<file path="src/hdl/mlmd_pkg.sv">
// ----------------------------------------------------------------------------
// mlmd_pkg
// shared types, codes and constants of the magic/length message deframer
// ----------------------------------------------------------------------------
package mlmd_pkg;

    // header layout
    localparam int HEADER_BYTES = 10;
    localparam int IDX_W        = 4;

    typedef logic [IDX_W-1:0] t_hdr_idx;

    localparam t_hdr_idx IDX_MAGIC_0 = t_hdr_idx'(0);
    localparam t_hdr_idx IDX_MAGIC_3 = t_hdr_idx'(3);
    localparam t_hdr_idx IDX_ID_LO   = t_hdr_idx'(4);
    localparam t_hdr_idx IDX_ID_HI   = t_hdr_idx'(5);
    localparam t_hdr_idx IDX_LEN_0   = t_hdr_idx'(6);
    localparam t_hdr_idx IDX_LEN_1   = t_hdr_idx'(7);
    localparam t_hdr_idx IDX_LEN_2   = t_hdr_idx'(8);
    localparam t_hdr_idx IDX_LEN_3   = t_hdr_idx'(9);
    // any byte after the header
    localparam t_hdr_idx IDX_BODY    = t_hdr_idx'(HEADER_BYTES);

    // result kinds
    typedef logic [1:0] t_kind;
    localparam t_kind KIND_PAYLOAD    = 2'd0;
    localparam t_kind KIND_BAD_MAGIC  = 2'd1;
    localparam t_kind KIND_BAD_LENGTH = 2'd2;

    // configuration registers
    localparam int APB_ADDR_W = 3;
    localparam logic REG_MAGIC_WORD = 1'b0;
    localparam logic REG_MAX_LENGTH = 1'b1;
    localparam logic [31:0] MAGIC_WORD_RESET = 32'h4642_4542;
    localparam logic [31:0] MAX_LENGTH_RESET = 32'd4096;

    // queue between front and back
    localparam int QUEUE_DEPTH = 2;
    localparam int QPTR_W      = $clog2(QUEUE_DEPTH);
    localparam int QCNT_W      = $clog2(QUEUE_DEPTH + 1);

    // one classified item
    typedef struct packed {
        logic       restart;
        t_hdr_idx   idx;
        logic [7:0] data_byte;
    } t_entry;

    // queue status seen by the back part
    typedef struct packed {
        logic   empty;
        t_entry head;
    } t_queue_stat;

endpackage

</file>
<file path="src/hdl/mlmd_if.sv">
// ----------------------------------------------------------------------------
// mlmd_if
// valid/ready channels of the deframer: byte input and result output
// ----------------------------------------------------------------------------
interface mlmd_in_if;
    import mlmd_pkg::*;

    logic       valid;
    logic       ready;
    logic       func;
    logic [7:0] data_byte;

    modport source (output valid, output func, output data_byte, input ready);
    modport sink   (input valid, input func, input data_byte, output ready);
endinterface

interface mlmd_out_if;
    import mlmd_pkg::*;

    logic        valid;
    logic        ready;
    t_kind       kind;
    logic [7:0]  payload_byte;
    logic [15:0] event_id;
    logic [31:0] message_length;
    logic        last;

    modport source (
        output valid, output kind, output payload_byte, output event_id,
        output message_length, output last, input ready
    );
    modport sink (
        input valid, input kind, input payload_byte, input event_id,
        input message_length, input last, output ready
    );
endinterface

</file>
<file path="src/hdl/mlmd_front.sv">
// ----------------------------------------------------------------------------
// mlmd_front
// accepts input items and tags each byte with its header position
// ----------------------------------------------------------------------------
module mlmd_front (
    input  logic            i_clk,
    input  logic            i_rst_n,
    mlmd_in_if.sink         i_in,
    input  logic            i_queue_full,
    output logic            o_push,
    output mlmd_pkg::t_entry o_entry
);
    import mlmd_pkg::*;

    t_hdr_idx r_hdr_idx;
    t_hdr_idx n_hdr_idx;

    // take an item whenever the queue has room
    assign i_in.ready = !i_queue_full;
    assign o_push     = i_in.valid && !i_queue_full;

    // classify: restart, or the byte's place in the header
    assign o_entry.restart   = i_in.func;
    assign o_entry.idx       = r_hdr_idx;
    assign o_entry.data_byte = i_in.data_byte;

    // header position, saturating once the header is complete
    always_comb begin
        n_hdr_idx = r_hdr_idx;
        if (o_push) begin
            if (i_in.func) begin
                n_hdr_idx = IDX_MAGIC_0;
            end else if (r_hdr_idx != IDX_BODY) begin
                n_hdr_idx = r_hdr_idx + t_hdr_idx'(1);
            end
        end
    end

    always_ff @(posedge i_clk) begin
        if (!i_rst_n) begin
            r_hdr_idx <= IDX_MAGIC_0;
        end else begin
            r_hdr_idx <= n_hdr_idx;
        end
    end

endmodule

</file>
<file path="src/hdl/mlmd_queue.sv">
// ----------------------------------------------------------------------------
// mlmd_queue
// short fifo of classified items between the front and back parts
// ----------------------------------------------------------------------------
module mlmd_queue (
    input  logic                  i_clk,
    input  logic                  i_rst_n,
    input  logic                  i_push,
    input  mlmd_pkg::t_entry      i_entry,
    input  logic                  i_pop,
    output logic                  o_full,
    output mlmd_pkg::t_queue_stat o_stat
);
    import mlmd_pkg::*;

    t_entry              r_mem [QUEUE_DEPTH];
    logic [QPTR_W-1:0]   r_wr_ptr;
    logic [QPTR_W-1:0]   r_rd_ptr;
    logic [QCNT_W-1:0]   r_count;
    logic [QCNT_W-1:0]   n_count;

    assign o_full       = (r_count == QCNT_W'(QUEUE_DEPTH));
    assign o_stat.empty = (r_count == '0);
    assign o_stat.head  = r_mem[r_rd_ptr];

    // occupancy
    always_comb begin
        n_count = r_count;
        if (i_push && !i_pop) begin
            n_count = r_count + QCNT_W'(1);
        end else if (!i_push && i_pop) begin
            n_count = r_count - QCNT_W'(1);
        end
    end

    // storage
    always_ff @(posedge i_clk) begin
        if (i_push) begin
            r_mem[r_wr_ptr] <= i_entry;
        end
    end

    // pointers
    always_ff @(posedge i_clk) begin
        if (!i_rst_n) begin
            r_wr_ptr <= '0;
            r_rd_ptr <= '0;
            r_count  <= '0;
        end else begin
            if (i_push) begin
                r_wr_ptr <= (r_wr_ptr == QPTR_W'(QUEUE_DEPTH - 1)) ? '0
                                                                   : r_wr_ptr + QPTR_W'(1);
            end
            if (i_pop) begin
                r_rd_ptr <= (r_rd_ptr == QPTR_W'(QUEUE_DEPTH - 1)) ? '0
                                                                   : r_rd_ptr + QPTR_W'(1);
            end
            r_count <= n_count;
        end
    end

endmodule

</file>
<file path="src/hdl/mlmd_back.sv">
// ----------------------------------------------------------------------------
// mlmd_back
// session state machine: header checks, payload tagging, result register
// ----------------------------------------------------------------------------
module mlmd_back (
    input  logic                  i_clk,
    input  logic                  i_rst_n,
    input  mlmd_pkg::t_queue_stat i_stat,
    output logic                  o_pop,
    input  logic [31:0]           i_magic_word,
    input  logic [31:0]           i_max_length,
    mlmd_out_if.source            o_out
);
    import mlmd_pkg::*;

    localparam logic [1:0] PH_HEADER  = 2'd0;
    localparam logic [1:0] PH_PAYLOAD = 2'd1;
    localparam logic [1:0] PH_CLOSED  = 2'd2;

    logic [1:0]  r_phase,         n_phase;
    logic [31:0] r_magic_seen,    n_magic_seen;
    logic [15:0] r_event_id,      n_event_id;
    logic [31:0] r_held_length,   n_held_length;
    logic [31:0] r_payload_count, n_payload_count;

    logic        r_out_valid,     n_out_valid;
    t_kind       r_out_kind,      n_out_kind;
    logic [7:0]  r_out_byte,      n_out_byte;
    logic [15:0] r_out_event_id;
    logic [31:0] r_out_length;
    logic        r_out_last,      n_out_last;
    logic        w_emit;

    logic [31:0] w_next_count;
    logic        w_is_last;
    t_entry      w_head;

    assign w_head       = i_stat.head;
    assign o_pop        = !i_stat.empty && (!r_out_valid || o_out.ready);
    assign w_next_count = r_payload_count + 32'd1;
    assign w_is_last    = (w_next_count >= r_held_length);

    // session update for the popped item
    always_comb begin
        n_phase         = r_phase;
        n_magic_seen    = r_magic_seen;
        n_event_id      = r_event_id;
        n_held_length   = r_held_length;
        n_payload_count = r_payload_count;
        n_out_valid     = r_out_valid && !o_out.ready;
        n_out_kind      = r_out_kind;
        n_out_byte      = r_out_byte;
        n_out_last      = r_out_last;
        w_emit          = 1'b0;

        if (o_pop) begin
            if (w_head.restart) begin
                n_phase         = PH_HEADER;
                n_magic_seen    = '0;
                n_event_id      = '0;
                n_held_length   = '0;
                n_payload_count = '0;
            end else begin
                unique case (w_head.idx) inside
                    [IDX_MAGIC_0:IDX_MAGIC_3]: n_magic_seen = {r_magic_seen[23:0],
                                                               w_head.data_byte};
                    IDX_ID_LO: n_event_id       = {8'd0, w_head.data_byte};
                    IDX_ID_HI: n_event_id[15:8] = w_head.data_byte;
                    IDX_LEN_0: n_held_length    = {24'd0, w_head.data_byte};
                    IDX_LEN_1: n_held_length[15:8]  = w_head.data_byte;
                    IDX_LEN_2: n_held_length[23:16] = w_head.data_byte;
                    IDX_LEN_3: n_held_length[31:24] = w_head.data_byte;
                    default: begin
                        // body byte: passes only in the payload phase
                        if (r_phase == PH_PAYLOAD) begin
                            w_emit     = 1'b1;
                            n_out_kind = KIND_PAYLOAD;
                            n_out_byte = w_head.data_byte;
                            n_out_last = w_is_last;
                            if (w_is_last) begin
                                n_phase         = PH_CLOSED;
                                n_payload_count = '0;
                            end else begin
                                n_payload_count = w_next_count;
                            end
                        end
                    end
                endcase

                // header complete: check magic, then length
                if (w_head.idx == IDX_LEN_3) begin
                    if (r_magic_seen != i_magic_word) begin
                        w_emit     = 1'b1;
                        n_out_kind = KIND_BAD_MAGIC;
                        n_out_byte = '0;
                        n_out_last = 1'b0;
                        n_phase    = PH_CLOSED;
                    end else if (n_held_length == '0 || n_held_length > i_max_length) begin
                        w_emit     = 1'b1;
                        n_out_kind = KIND_BAD_LENGTH;
                        n_out_byte = '0;
                        n_out_last = 1'b0;
                        n_phase    = PH_CLOSED;
                    end else begin
                        n_phase         = PH_PAYLOAD;
                        n_payload_count = '0;
                    end
                end
            end
            if (w_emit) begin
                n_out_valid = 1'b1;
            end
        end
    end

    // control state
    always_ff @(posedge i_clk) begin
        if (!i_rst_n) begin
            r_phase         <= PH_HEADER;
            r_magic_seen    <= '0;
            r_event_id      <= '0;
            r_held_length   <= '0;
            r_payload_count <= '0;
            r_out_valid     <= 1'b0;
        end else begin
            r_phase         <= n_phase;
            r_magic_seen    <= n_magic_seen;
            r_event_id      <= n_event_id;
            r_held_length   <= n_held_length;
            r_payload_count <= n_payload_count;
            r_out_valid     <= n_out_valid;
        end
    end

    // result payload
    always_ff @(posedge i_clk) begin
        if (w_emit) begin
            r_out_kind     <= n_out_kind;
            r_out_byte     <= n_out_byte;
            r_out_event_id <= n_event_id;
            r_out_length   <= n_held_length;
            r_out_last     <= n_out_last;
        end
    end

    assign o_out.valid          = r_out_valid;
    assign o_out.kind           = r_out_kind;
    assign o_out.payload_byte   = r_out_byte;
    assign o_out.event_id       = r_out_event_id;
    assign o_out.message_length = r_out_length;
    assign o_out.last           = r_out_last;

    // an error result always leaves the session closed
    a_error_closes: assert property (@(posedge i_clk) disable iff (!i_rst_n)
        (r_out_valid && r_out_kind != KIND_PAYLOAD) |-> (r_phase == PH_CLOSED))
        else $error("error result pending while session not closed");

    // the final payload byte closes the session
    a_last_closes: assert property (@(posedge i_clk) disable iff (!i_rst_n)
        (r_out_valid && r_out_kind == KIND_PAYLOAD && r_out_last) |-> (r_phase == PH_CLOSED))
        else $error("last payload item pending while session not closed");

    // a non-final payload byte keeps the session in payload phase
    a_mid_payload: assert property (@(posedge i_clk) disable iff (!i_rst_n)
        (r_out_valid && r_out_kind == KIND_PAYLOAD && !r_out_last)
            |-> (r_phase == PH_PAYLOAD && r_payload_count < r_held_length))
        else $error("payload item pending outside payload phase");

endmodule

</file>
<file path="src/hdl/magic_length_message_deframer_core.sv">
// ----------------------------------------------------------------------------
// magic_length_message_deframer_core
// byte stream deframer: magic / event id / length header, then payload bytes
// ----------------------------------------------------------------------------
// Accepts one item per clock cycle while the queue has room; each item is
// registered in the queue, then any result it yields in the output register (input
// classifier, two-entry queue, session state machine with result register).
// Back-pressure on the output stalls only the session logic; the input keeps
// taking items until the queue is full. The user must write magic_word (0x0) and
// max_length (0x4) over the APB-style port only while the block is idle; the block itself does not enforce this.
module magic_length_message_deframer_core (
    input  logic                            i_clk,
    input  logic                            i_rst_n,
    mlmd_in_if.sink                         i_in,
    mlmd_out_if.source                      o_out,
    input  logic                            psel,
    input  logic                            penable,
    input  logic                            pwrite,
    input  logic [mlmd_pkg::APB_ADDR_W-1:0] paddr,
    input  logic [31:0]                     pwdata,
    output logic [31:0]                     prdata,
    output logic                            pready
);
    import mlmd_pkg::*;

    logic [31:0] r_magic_word;
    logic [31:0] r_max_length;
    logic        w_cfg_wr;
    logic        w_push;
    logic        w_pop;
    logic        w_full;
    t_entry      w_entry;
    t_queue_stat w_stat;

    // configuration registers
    assign pready   = 1'b1;
    assign w_cfg_wr = psel && penable && pwrite;

    always_ff @(posedge i_clk) begin
        if (!i_rst_n) begin
            r_magic_word <= MAGIC_WORD_RESET;
            r_max_length <= MAX_LENGTH_RESET;
        end else if (w_cfg_wr) begin
            if (paddr[2] == REG_MAGIC_WORD) begin
                r_magic_word <= pwdata;
            end else begin
                r_max_length <= pwdata;
            end
        end
    end

    // register read back
    always_comb begin
        unique case (paddr[2])
            REG_MAGIC_WORD: prdata = r_magic_word;
            REG_MAX_LENGTH: prdata = r_max_length;
            default:        prdata = '0;
        endcase
    end

    // front: accept and classify
    mlmd_front u_front (
        .i_clk        (i_clk),
        .i_rst_n      (i_rst_n),
        .i_in         (i_in),
        .i_queue_full (w_full),
        .o_push       (w_push),
        .o_entry      (w_entry)
    );

    // queue between front and back
    mlmd_queue u_queue (
        .i_clk   (i_clk),
        .i_rst_n (i_rst_n),
        .i_push  (w_push),
        .i_entry (w_entry),
        .i_pop   (w_pop),
        .o_full  (w_full),
        .o_stat  (w_stat)
    );

    // back: session logic and result register
    mlmd_back u_back (
        .i_clk        (i_clk),
        .i_rst_n      (i_rst_n),
        .i_stat       (w_stat),
        .o_pop        (w_pop),
        .i_magic_word (r_magic_word),
        .i_max_length (r_max_length),
        .o_out        (o_out)
    );

endmodule

</file>
<file path="src/flat_wrapper.sv">
// flat-port wrapper written by rule: the top's interface ports become plain ports
module magic_length_message_deframer_core_flat import mlmd_pkg::*;
  (i_clk, i_rst_n, psel, penable, pwrite, paddr, pwdata, prdata, pready, i_in_valid, i_in_func, i_in_data_byte, i_in_ready, o_out_valid, o_out_kind, o_out_payload_byte, o_out_event_id, o_out_message_length, o_out_last, o_out_ready);
  mlmd_in_if i_in_i ();
  mlmd_out_if o_out_i ();
  input  logic i_clk;
  input  logic i_rst_n;
  input  logic psel;
  input  logic penable;
  input  logic pwrite;
  input  logic [mlmd_pkg::APB_ADDR_W-1:0] paddr;
  input  logic [31:0] pwdata;
  output logic [31:0] prdata;
  output logic pready;
  input wire logic [$bits(i_in_i.valid)-1:0] i_in_valid;
  input wire logic [$bits(i_in_i.func)-1:0] i_in_func;
  input wire logic [$bits(i_in_i.data_byte)-1:0] i_in_data_byte;
  output wire logic [$bits(i_in_i.ready)-1:0] i_in_ready;
  output wire logic [$bits(o_out_i.valid)-1:0] o_out_valid;
  output wire logic [$bits(o_out_i.kind)-1:0] o_out_kind;
  output wire logic [$bits(o_out_i.payload_byte)-1:0] o_out_payload_byte;
  output wire logic [$bits(o_out_i.event_id)-1:0] o_out_event_id;
  output wire logic [$bits(o_out_i.message_length)-1:0] o_out_message_length;
  output wire logic [$bits(o_out_i.last)-1:0] o_out_last;
  input wire logic [$bits(o_out_i.ready)-1:0] o_out_ready;
  assign i_in_i.valid = i_in_valid;
  assign i_in_i.func = i_in_func;
  assign i_in_i.data_byte = i_in_data_byte;
  assign i_in_ready = i_in_i.ready;
  assign o_out_valid = o_out_i.valid;
  assign o_out_kind = o_out_i.kind;
  assign o_out_payload_byte = o_out_i.payload_byte;
  assign o_out_event_id = o_out_i.event_id;
  assign o_out_message_length = o_out_i.message_length;
  assign o_out_last = o_out_i.last;
  assign o_out_i.ready = o_out_ready;
  magic_length_message_deframer_core u_core (.i_clk(i_clk), .i_rst_n(i_rst_n), .i_in(i_in_i), .o_out(o_out_i), .psel(psel), .penable(penable), .pwrite(pwrite), .paddr(paddr), .pwdata(pwdata), .prdata(prdata), .pready(pready));
endmodule
</file>
<file path="config.mk">
export PLATFORM = sky130hd
export DESIGN_NAME = magic_length_message_deframer_core_flat
export DESIGN_NICKNAME = d
export VERILOG_FILES = /design/src/hdl/mlmd_pkg.sv /design/src/hdl/mlmd_if.sv /design/src/hdl/mlmd_front.sv /design/src/hdl/mlmd_queue.sv /design/src/hdl/mlmd_back.sv /design/src/hdl/magic_length_message_deframer_core.sv /design/src/flat_wrapper.sv
export SDC_FILE = /design/constraint.sdc
export NUM_CORES = 1
export LEC_CHECK = 0
export BUFFER_PORTS_ARGS = -buffer_cell sky130_fd_sc_hd__buf_4
export CORE_ASPECT_RATIO = 2
export CORE_MARGIN = 8
export CORE_UTILIZATION = 45
export CTS_BUF_LIST = sky130_fd_sc_hd__clkbuf_4 sky130_fd_sc_hd__clkbuf_8
export DETAILED_ROUTE_END_ITERATION = 6
export GPL_ROUTABILITY_DRIVEN = 1
export GPL_TIMING_DRIVEN = 1
export RECOVER_POWER = 100
export SYNTH_ARGS = -nofsm -noshare
export SYNTH_HDL_FRONTEND = slang
export SYNTH_SLANG_ARGS = --single-unit
</file>
<file path="constraint.sdc">
create_clock -name i_clk -period 11.8 [get_ports i_clk]
set_input_delay 2.36 -clock i_clk [delete_from_list [all_inputs] [get_ports i_clk]]
set_output_delay 2.36 -clock i_clk [all_outputs]
set_load 0.005 [all_outputs]
</file>
==> results.json, run 1 <==
{
  "critPathLaunchType": "input pin",
  "numPortBuffers": 141,
  "io_pins": 145,
  "htree_levels": 2,
  "peakVddDrop_v": 0.0000896,
  "violations": "capacitance limit, slew limit",
  "tightest_slew_ns": 2.20,
  "dieArea_um2": 36300,
  "cts_setup_buffers": 0,
  "synth_edf_count": 85,
  "place_hpwl_um": 29400,
  "postCtsHoldBufs": 0,
  "syn_nets": 1600,
  "grtUsageMet3_pct": 3.87,
  "cts_buffer_depth": 3,
  "r2r_cells": 15,
  "relSlewSlack_pct": -48.0,
  "finClkSkew_ns": 0.0271,
  "syn_to_final_growth_pct": 15.0,
  "internal_power_w": 0.00165,
  "finalSetupViolCount": 0,
  "antenna_cells": 0,
  "track_usage_pct": 22.1,
  "synthCells": 1481,
  "switching_share_pct": 34.3,
  "drc": 0,
  "grt_first_pass_wirelength_um": 62500,
  "finalWirelength_um": 40600,
  "grt_max_degree": 81,
  "yosys_warnings": 0,
  "pwr-share-comb_pct": 26.2,
  "start_util_pct": 45.2,
  "drt_iter0_markers": 689,
  "worstPathArrival_ns": 9.01,
  "post_drt_wl_per_cell_um": 20.2,
  "drv_cap": 8,
  "hold_viol": 0,
  "criticalPathCategory": "in2reg",
  "ant_nets": 0,
  "fillers": 2813,
  "synth_seq_cells": 273,
  "synthFlopType": "dfxtp_1",
  "min_to": "u_core.r_max_length[4]",
  "row_count": 90,
  "cts_tree": "yes",
  "min_path_type": "reg2reg",
  "outcome": "finished with violations",
  "p_sw_w": 0.000865,
  "async_flop_share_pct": 0,
  "setup_tns_ns": 0,
  "routed_via_density": 5.67,
  "cellPowerDensity_nw_per_um2": 162,
  "finalPower_w": 0.00252,
  "hp-start": "u_core.r_max_length[4]",
  "antenna_found_initial": 0,
  "grt_pass1_vias": 11200,
  "cts_resized": 0,
  "use_met2_pct": 38.5,
  "period_share_pct": 72.4,
  "period_minus_slack_ns": 8.54,
  "clk_pin_slew_worst_paths_ns": 0.07,
  "overflow": 0,
  "drive_gt1_share_pct": 15.4,
  "crit_fanout": 39,
  "syn_area_per_cell_um2": 9.15,
  "die_x_um": 139,
  "ys_types": 77,
  "finalNetCount": 1727,
  "cp-end-kind": "flop",
  "grt_setup_unrepaired": "no",
  "leakage_nw": 5.94,
  "clockRootBuffer": "clkbuf_8",
  "max_freq_mhz": 117,
  "syn_area_um2": 13600,
  "min_path_cells": 2,
  "clk_latency_ns": 0.56,
  "r2r_end": "u_core.u_back.o_out.message_length[20]",
  "cts.sinks": 273,
  "grt-busiest-layer": "met2",
  "slew_viol_final": 280,
  "grt.met1_usage_pct": 25.4,
  "critical_path_required_ns": 12.27,
  "p_clk_share_pct": 32.0,
  "ys_seq_area_share_pct": 46.6,
  "core_um2": 30000,
  "die_y_um": 261,
  "drt_pre_antenna_iters": 6,
  "gp_congestion": 0.871,
  "vias": 11400,
  "p_seq_share_pct": 41.8,
  "r2r_slack_ns": 3.36,
  "cts_buffers": 40
}
-- worst max-delay path by stage --
stage	startpoint	to	slack, ns	depth (start not counted)
2_1_floorplan	paddr[2]	prdata[0]	6.12	3
3_3_place_gp	flop	u_core.u_back.o_out.message_length[8]	5.51	15
3_5_place_dp	flop	u_core.u_back.o_out.message_length[8]	5.35	15
4_1_cts	flop	u_core.u_back.o_out.message_length[8]	5.32	15
5_1_grt	o_out_ready	u_core.u_back.r_payload_count[28]	2.70	11
6_report	o_out_ready	u_core.u_back.r_payload_count[30]	3.26	11
-- through the flow --
stage | util [%] | cell area (um2) | setup WS, ns | hold slack, ns | cells
floorplan | - | 13600 | 6.12 | 0.444 | 1481
global route | 52.0 | 15600 | 2.70 | 0.491 | 2006
finish | 52.0 | 15600 | 3.26 | 0.469 | 2006
CTS | 52.5 | 15700 | 5.32 | 0.472 | 2006
global placement | 49.7 | 14900 | 5.51 | 0.457 | 1934
detailed placement | 49.7 | 14900 | 5.35 | 0.462 | 1934
-- cell type report --
type | count | area [um2] | area share (%)
Clock buffer | 60 | 751 | 4.82
Inverter | 75 | 282 | 1.81
Clock inverter | 12 | 82.6 | 0.530
Sequential cell | 273 | 6320 | 40.5
Timing Repair Buffer | 159 | 1070 | 6.89
Tap cell | 368 | 460 | 2.95
Multi-Input combinational cell | 1059 | 6620 | 42.5
-- power by group through the flow --
stage | sequential [W] | clock (W) | combinational (W)
after floorplan | 0.00106 | 0 | 0.000447
after global placement | 0.00107 | 0 | 0.000654
after detailed placement | 0.00107 | 0 | 0.000667
after CTS | 0.00105 | 0.000827 | 0.000670
after global routing | 0.00106 | 0.000861 | 0.000717
final | 0.00105 | 0.000806 | 0.000660
-- state kept, by name (all words and copies together), names as in the netlist, named ones only --
register                            count
u_core.u_back.r_magic_seen             32
u_core.u_back.r_event_id               16
u_core.u_queue.r_mem                   26
u_core.u_back.o_out.kind                2
u_core.u_queue.r_rd_ptr                 1
u_core.u_back.o_out.event_id           16
u_core.u_back.r_payload_count          32
u_core.u_back.r_phase                   2
u_core.u_back.o_out.last                1
u_core.u_back.r_held_length            32
u_core.u_back.o_out.message_length     32
u_core.u_queue.r_wr_ptr                 1
u_core.u_back.o_out.payload_byte        8
u_core.r_magic_word                    32
u_core.u_queue.r_count                  2
u_core.r_max_length                    32
u_core.u_front.r_hdr_idx                4
u_core.u_back.o_out.valid               1
-- layout by cell type (no fill, tap or decap), types with 5 or more instances in the layout --
cell type / synthesis / final
a32o_1: 10 / 10
and2_1: 56 / 9
nand2_1: 248 / 248
a22oi_1: 30 / 30
or2_2: 5 / 5
ha_1: 68 / 68
clkbuf_4: 0 / 82
nand4_1: 24 / 24
mux2_2: 46 / 37
clkbuf_1: 63 / 31
and3_1: 10 / 10
mux2_1: 0 / 9
o21ai_0: 97 / 97
nand2b_1: 15 / 15
and2_0: 0 / 47
and4_1: 8 / 8
nand3_1: 42 / 42
a31o_1: 5 / 5
a211oi_1: 12 / 13
clkbuf_8: 0 / 48
nor3_1: 16 / 17
a21oi_1: 117 / 118
a22o_1: 8 / 8
nor4_1: 10 / 10
mux2i_1: 13 / 13
xor2_1: 16 / 16
clkinv_2: 0 / 9
inv_1: 73 / 74
nor2_1: 86 / 84
dfxtp_1: 188 / 188
buf_4: 2 / 57
edfxtp_1: 85 / 85
a32o_2: 5 / 5
xnor2_1: 48 / 48
-- cells in the mapped netlist (12+ instances only) --
| cell type | instances | area (um2) |
|---|---|---|
| nand2_1 | 248 | 931 |
| nand4_1 | 24 | 150 |
| mux2i_1 | 13 | 130 |
| a22oi_1 | 30 | 225 |
| nand3_1 | 42 | 210 |
| and2_1 | 56 | 350 |
| xnor2_1 | 48 | 420 |
| dfxtp_1 | 188 | 3760 |
| a211oi_1 | 12 | 90.1 |
| clkbuf_1 | 63 | 236 |
| xor2_1 | 16 | 140 |
| mux2_2 | 46 | 518 |
| a21oi_1 | 117 | 586 |
| nand2b_1 | 15 | 93.8 |
| nor3_1 | 16 | 80.1 |
| inv_1 | 73 | 274 |
| o21ai_0 | 97 | 485 |
| nor2_1 | 86 | 323 |
| edfxtp_1 | 85 | 2550 |
| ha_1 | 68 | 851 |
-- kinds of logic (layout without fill, tap and decap cells) --
family / Yosys count / in the layout / share of synthesized area (%)
xor+xnor: 64 / 64 / 4.14
simple gates: 543 / 543 / 19.0
flops: 273 / 273 / 46.6
other cells: 1 / 1 / 0.0277
mux: 60 / 60 / 4.88
compound gates: 323 / 323 / 14.7
fa+ha+maj: 68 / 68 / 6.28
buf+inv: 149 / 306 / 4.44
-- per-layer routing --
metal  part of all wire, %  wire length, um
met1                    41            16500
met2                    49            19800
met3                   5.5             2220
met4                   5.2             2130
met5                     0                0
-- critical path, cell delays in order --
cell      delay [ns]
clkbuf_4        0.09
nand2b_1        0.12
o21a_1          0.12
clkbuf_1        1.32
clkinv_1        1.22
nor2_1          0.33
clkbuf_1        1.19
nand2_1         0.21
nor3_1          1.71
nand2_1         0.10
o21ai_0         0.22
(Power assumes the default switching activity.)
==> inputs of run 2 (changes only) <==
PLACE_DENSITY = 0.66   (was unset)
clock period = 7.5 ns   (was 11.8 ns; I/O delays follow)
==> run 2 against run 1 <==
Against the previous run:
- the run still ends with capacitance limit, slew limit left
- sequential share of layout area is 0.078 points lower
- final area is 0.19% higher
- critical path depth is 3 higher
- non-clock buffer count is 2 higher
- combinational power is 55% higher
- via count is 1.3% higher
- routed wire length is 0.86% higher
- cell count is 0.20% higher
- die area stayed put
- register-to-register slack worse by 2.4 ns
- sequential power is 59% higher
- largest power group unchanged
- highest routed layer unchanged
==> results.json, run 2 (synthesis results as in run 1) <==
{
  "min_path_type": "reg2reg",
  "htree_levels": 2,
  "dpl_cell_area_um2": 14900,
  "finalPower_w": 0.00401,
  "die_y_um": 261,
  "critPathLaunchType": "flop",
  "setup_tns_ns": 0,
  "cts_buffers": 41,
  "finalWirelength_um": 41000,
  "finClkSkew_ns": 0.0325,
  "routed_via_density": 5.74,
  "critical_path_required_ns": 7.70,
  "worstPathArrival_ns": 6.70,
  "cts_buffer_depth": 3,
  "track_usage_pct": 22.2,
  "vias": 11500,
  "clockRootBuffer": "clkbuf_8",
  "p_sw_w": 0.00135,
  "peakVddDrop_v": 0.000156,
  "antenna_cells": 0,
  "drt_pre_antenna_iters": 6,
  "overflow": 0,
  "syn_to_final_growth_pct": 15.2,
  "r2r_slack_ns": 1.00,
  "min_path_cells": 2,
  "cp-end-kind": "flop",
  "hold_viol": 0,
  "grt_pass1_vias": 11600,
  "final_cell_mix": "nand2_1 (248), dfxtp_1 (188), a21oi_1 (117)",
  "hp-start": "u_core.r_max_length[13]",
  "p_seq_share_pct": 41.7,
  "finalNetCount": 1730,
  "period_minus_slack_ns": 6.50,
  "internal_power_w": 0.00266,
  "switching_share_pct": 33.7,
  "core_um2": 30000,
  "postCtsHoldBufs": 0,
  "row_count": 90,
  "clk_latency_ns": 0.58,
  "r2r_cells": 14,
  "cts_setup_buffers": 0,
  "final_common_cell": "nand2_1",
  "tightest_slew_ns": 4.27,
  "numPortBuffers": 141,
  "drt_iter0_markers": 1042,
  "cellPowerDensity_nw_per_um2": 257,
  "violations": "capacitance limit, slew limit",
  "cts.sinks": 273,
  "drc": 0,
  "io_pins": 145,
  "dp_cells": 1936,
  "antenna_found_initial": 0,
  "die_x_um": 139,
  "finalSetupViolCount": 0,
  "place_hpwl_um": 29800,
  "grt_max_degree": 94,
  "grt_first_pass_wirelength_um": 63500,
  "slew_viol_final": 295,
  "fin_cells": 2010,
  "pwr-share-comb_pct": 25.3,
  "clk_pin_slew_worst_paths_ns": 0.06,
  "max_freq_mhz": 154,
  "r2r_end": "u_core.u_back.o_out.event_id[5]",
  "grt_setup_unrepaired": "no",
  "start_util_pct": 45.2,
  "gp_congestion": 0.943,
  "period_share_pct": 86.6,
  "post_drt_wl_per_cell_um": 20.4,
  "cts_resized": 0,
  "drv_cap": 6,
  "p_clk_share_pct": 32.9,
  "crit_fanout": 31,
  "drive_gt1_share_pct": 14.7,
  "outcome": "finished with violations",
  "cts_tree": "yes",
  "ant_nets": 0,
  "finalInstanceArea_um2": 15600,
  "relSlewSlack_pct": -185,
  "dieArea_um2": 36300,
  "criticalPathCategory": "reg2reg",
  "min_to": "u_core.r_max_length[13]",
  "leakage_nw": 5.93
}
run 2: cell count changes in the layout (fill, tap and decap cells not counted), sizes merged:
cell      delta
clkinvlp     +2
clkinv       +3
clkbuf       -6
buf          +2
bufinv       +3
run 2: power by group through the flow:
stage | logic (W) | registers (W) | clock network (W)
after floorplan | 0.000703 | 0.00167 | 0
after global placement | 0.00100 | 0.00170 | 0
after detailed placement | 0.00102 | 0.00170 | 0
after CTS | 0.00103 | 0.00167 | 0.00134
after global routing | 0.00110 | 0.00168 | 0.00140
final | 0.00102 | 0.00167 | 0.00132
run 2: how the worst max path moves through the flow:
stage / from / to / depth (start not counted)
2_1_floorplan: flop / u_core.u_back.o_out.event_id[0] / 15
3_3_place_gp: flop / u_core.u_back.o_out.message_length[19] / 15
3_5_place_dp: flop / u_core.u_back.o_out.message_length[20] / 15
4_1_cts: flop / u_core.u_back.o_out.event_id[7] / 14
5_1_grt: flop / u_core.u_back.o_out.event_id[5] / 15
6_report: flop / u_core.u_back.o_out.event_id[5] / 14
run 2: through the flow:
stage	hold WS [ns]	worst slack, ns	util, %
floorplan	0.444	2.73	-
finish	0.471	1.00	52.1
global route	0.498	0.548	52.1
global placement	0.454	1.47	49.8
CTS	0.472	1.26	52.7
detailed placement	0.463	1.28	49.8
run 2: routing by layer:
metal  vias to the layer above  global-route usage (%)  part of all wire [%]
li1                       5476                       -                     -
met1                      5525                    25.3                    40
met2                       431                    38.0                    48
met3                        98                    3.69                   6.0
met4                         0                    14.4                   6.1
met5                         -                       0                     0
run 2: worst max-delay path, stage by stage, from the launching register on:
cell,delay [ns]
dfxtp_1,0.76
mux2i_2,0.68
nand2_1,0.77
nand3_1,0.28
o21ai_0,0.17
ha_1,0.40
nand4_1,0.15
or2_2,0.30
a41o_1,0.21
o2bb2ai_1,0.22
a211oi_1,0.09
a21oi_2,0.50
o21ai_0,0.34
inv_1,0.69
buf_4,0.51
run 2: area by class of cell:
class | instances | area [um2]
Timing Repair Buffer | 161 | 1050
Clock inverter | 20 | 198
Sequential cell | 273 | 6320
Fill cell | 2717 | 14300
Tap cell | 368 | 460
Multi-Input combinational cell | 1059 | 6630
Clock buffer | 54 | 681
Inverter | 75 | 282
==> inputs of run 3 (changes only) <==
CAP_MARGIN = 15   (was unset)
CORE_ASPECT_RATIO = 0.5   (was 2)
RECOVER_POWER = unset   (was 100)
==> run 3 against run 2 <==
Against the previous run:
- clock skew fell by 0.0039 ns
- critical path depth rose by 1
- flip-flop and latch count unchanged
- the run now ends clean
- final area increased by 1.7%
- via count grew 0.75%
- sequential share of layout area decreased by 0.67 points
- critical path type unchanged
- combinational power increased by 5%
- cell count rose by 1.6%
- setup slack improved by 0.71 ns
- sequential power about the same
- total power increased by 1.9%
- register-to-register slack improved by 0.71 ns
==> results.json, run 3 (synthesis results as in run 1) <==
{
  "grt_pass1_vias": 10800,
  "multi_input_area_um2": 6650,
  "relSlewSlack_pct": 28.8,
  "path_cells": "buf_4 -> mux2i_2 -> nand2_1 -> buf_4 -> nand3_1 -> o21ai_0 -> ha_1 -> nand4_1 -> nor4_1 -> nand4_1 -> and2_1 -> a2111oi_2 -> a211oi_2 -> nand2b_1 -> a32o_1",
  "numPortBuffers": 141,
  "start_util_pct": 45.2,
  "cp_num_cells": 15,
  "min_path_type": "reg2reg",
  "cp-end-kind": "flop",
  "cellPowerDensity_nw_per_um2": 257,
  "overflow": 0,
  "final_common_cell": "nand2_1",
  "tightest_slew_ns": 1.07,
  "clk_latency_ns": 0.57,
  "io_pins": 145,
  "final_cell_mix": "nand2_1 (248), dfxtp_1 (188), buf_4 (161)",
  "finalPower_w": 0.00408,
  "hold_viol": 0,
  "worstPathArrival_ns": 6.23,
  "vias": 11600,
  "core_um2": 30000,
  "antenna_cells": 0,
  "setup_tns_ns": 0,
  "cts_setup_buffers": 0,
  "leakage_nw": 6.15,
  "p_seq_share_pct": 40.9,
  "place_hpwl_um": 30400,
  "slew_viol_final": 0,
  "peakVddDrop_v": 0.000152,
  "max_freq_mhz": 173,
  "period_share_pct": 77.1,
  "cp.buffers_inverters": 2,
  "grt_setup_unrepaired": "no",
  "postCtsHoldBufs": 0,
  "drv_cap": 0,
  "cp_slowest_cell": "nand2b_1",
  "ant_nets": 0,
  "regArea_um2": 6320,
  "finalNetCount": 1731,
  "internal_power_w": 0.00270,
  "hp-start": "u_core.r_max_length[22]",
  "critical_path_required_ns": 7.94,
  "period_minus_slack_ns": 5.78,
  "drc": 0,
  "drt_pre_antenna_iters": 5,
  "cts.sinks": 273,
  "syn_to_final_growth_pct": 17.2,
  "finalWirelength_um": 41100,
  "die_x_um": 261,
  "htree_levels": 2,
  "grt_max_degree": 96,
  "die_y_um": 139,
  "gp_congestion": 0.926,
  "routed_via_density": 5.69,
  "drive_gt1_share_pct": 18.6,
  "switching_share_pct": 33.8,
  "track_usage_pct": 21.8,
  "p_sw_w": 0.00138,
  "crit_fanout": 28,
  "r2r_cells": 15,
  "cpPeakStageDelay_ns": 0.62,
  "cts_buffer_depth": 3,
  "row_count": 45,
  "grt_first_pass_wirelength_um": 62300,
  "finClkSkew_ns": 0.0287,
  "post_drt_wl_per_cell_um": 20.1,
  "clk_pin_slew_worst_paths_ns": 0.07,
  "r2r_end": "u_core.u_back.r_payload_count[15]",
  "cts_resized": 0,
  "cp-endpoint": "u_core.u_back.r_payload_count[15]",
  "critPathTopFamily": "simple AND/OR/NAND/NOR gates",
  "finalSetupViolCount": 0,
  "clockRootBuffer": "clkbuf_8",
  "criticalPathCategory": "reg2reg",
  "dieArea_um2": 36300,
  "drt_iter0_markers": 1272,
  "r2r_slack_ns": 1.72,
  "antenna_found_initial": 2,
  "cts_tree": "yes",
  "cts_buffers": 40,
  "outcome": "finished, final reports clean",
  "critPathLaunchType": "flop",
  "p_clk_share_pct": 33.0,
  "fillers": 2833,
  "pwr-share-comb_pct": 26.2
}
## run 3: final cells by class
cell class,count,area share (%)
clock inverters,10,0.804
flip-flops and latches,273,39.8
well taps,399,3.14
multi-input cells,1059,41.9
inverters,75,1.77
repair buffers,163,7.81
clock buffers,63,4.83
## run 3: stage by stage
step	area, um2	hold WS [ns]	setup WS (ns)	cells	utilization [%]
global route	15900	0.486	1.40	2042	53.0
CTS	15900	0.472	1.84	2040	52.9
floorplan	13600	0.444	2.73	1481	-
finish	15900	0.471	1.72	2042	53.0
detailed placement	15000	0.461	1.88	1967	50.0
global placement	15000	0.457	2.00	1967	50.0
## run 3: routing by layer
metal,vias up,GRT usage [%],wire length [um]
met4,0,5.13,739
met5,-,0,0
met2,507,29.1,16300
met3,63,7.19,4590
met1,5569,33.1,19500
li1,5477,-,-
## run 3: worst min-delay path, cell delays in order (launching register included)
cell and delay [ns]:
dfxtp_1 0.32, nand2_1 0.05, a21oi_1 0.05
## run 3: worst min path at each step
stage | slack, ns | depth (start not counted) | end
CTS | 0.47 | 2 | u_core.r_max_length[23]
detailed placement | 0.46 | 2 | u_core.r_max_length[24]
global placement | 0.46 | 2 | u_core.r_max_length[14]
global route | 0.49 | 2 | u_core.r_max_length[23]
finish | 0.47 | 2 | u_core.r_max_length[22]
floorplan | 0.44 | 2 | u_core.u_back.r_phase[1]
## run 3: power groups by stage
stage	registers (W)	logic, W	clock network [W]
final	0.00167	0.00107	0.00135
after global routing	0.00167	0.00115	0.00143
after CTS	0.00167	0.00104	0.00137
after detailed placement	0.00170	0.00103	0
after global placement	0.00169	0.00102	0
after floorplan	0.00167	0.000703	0
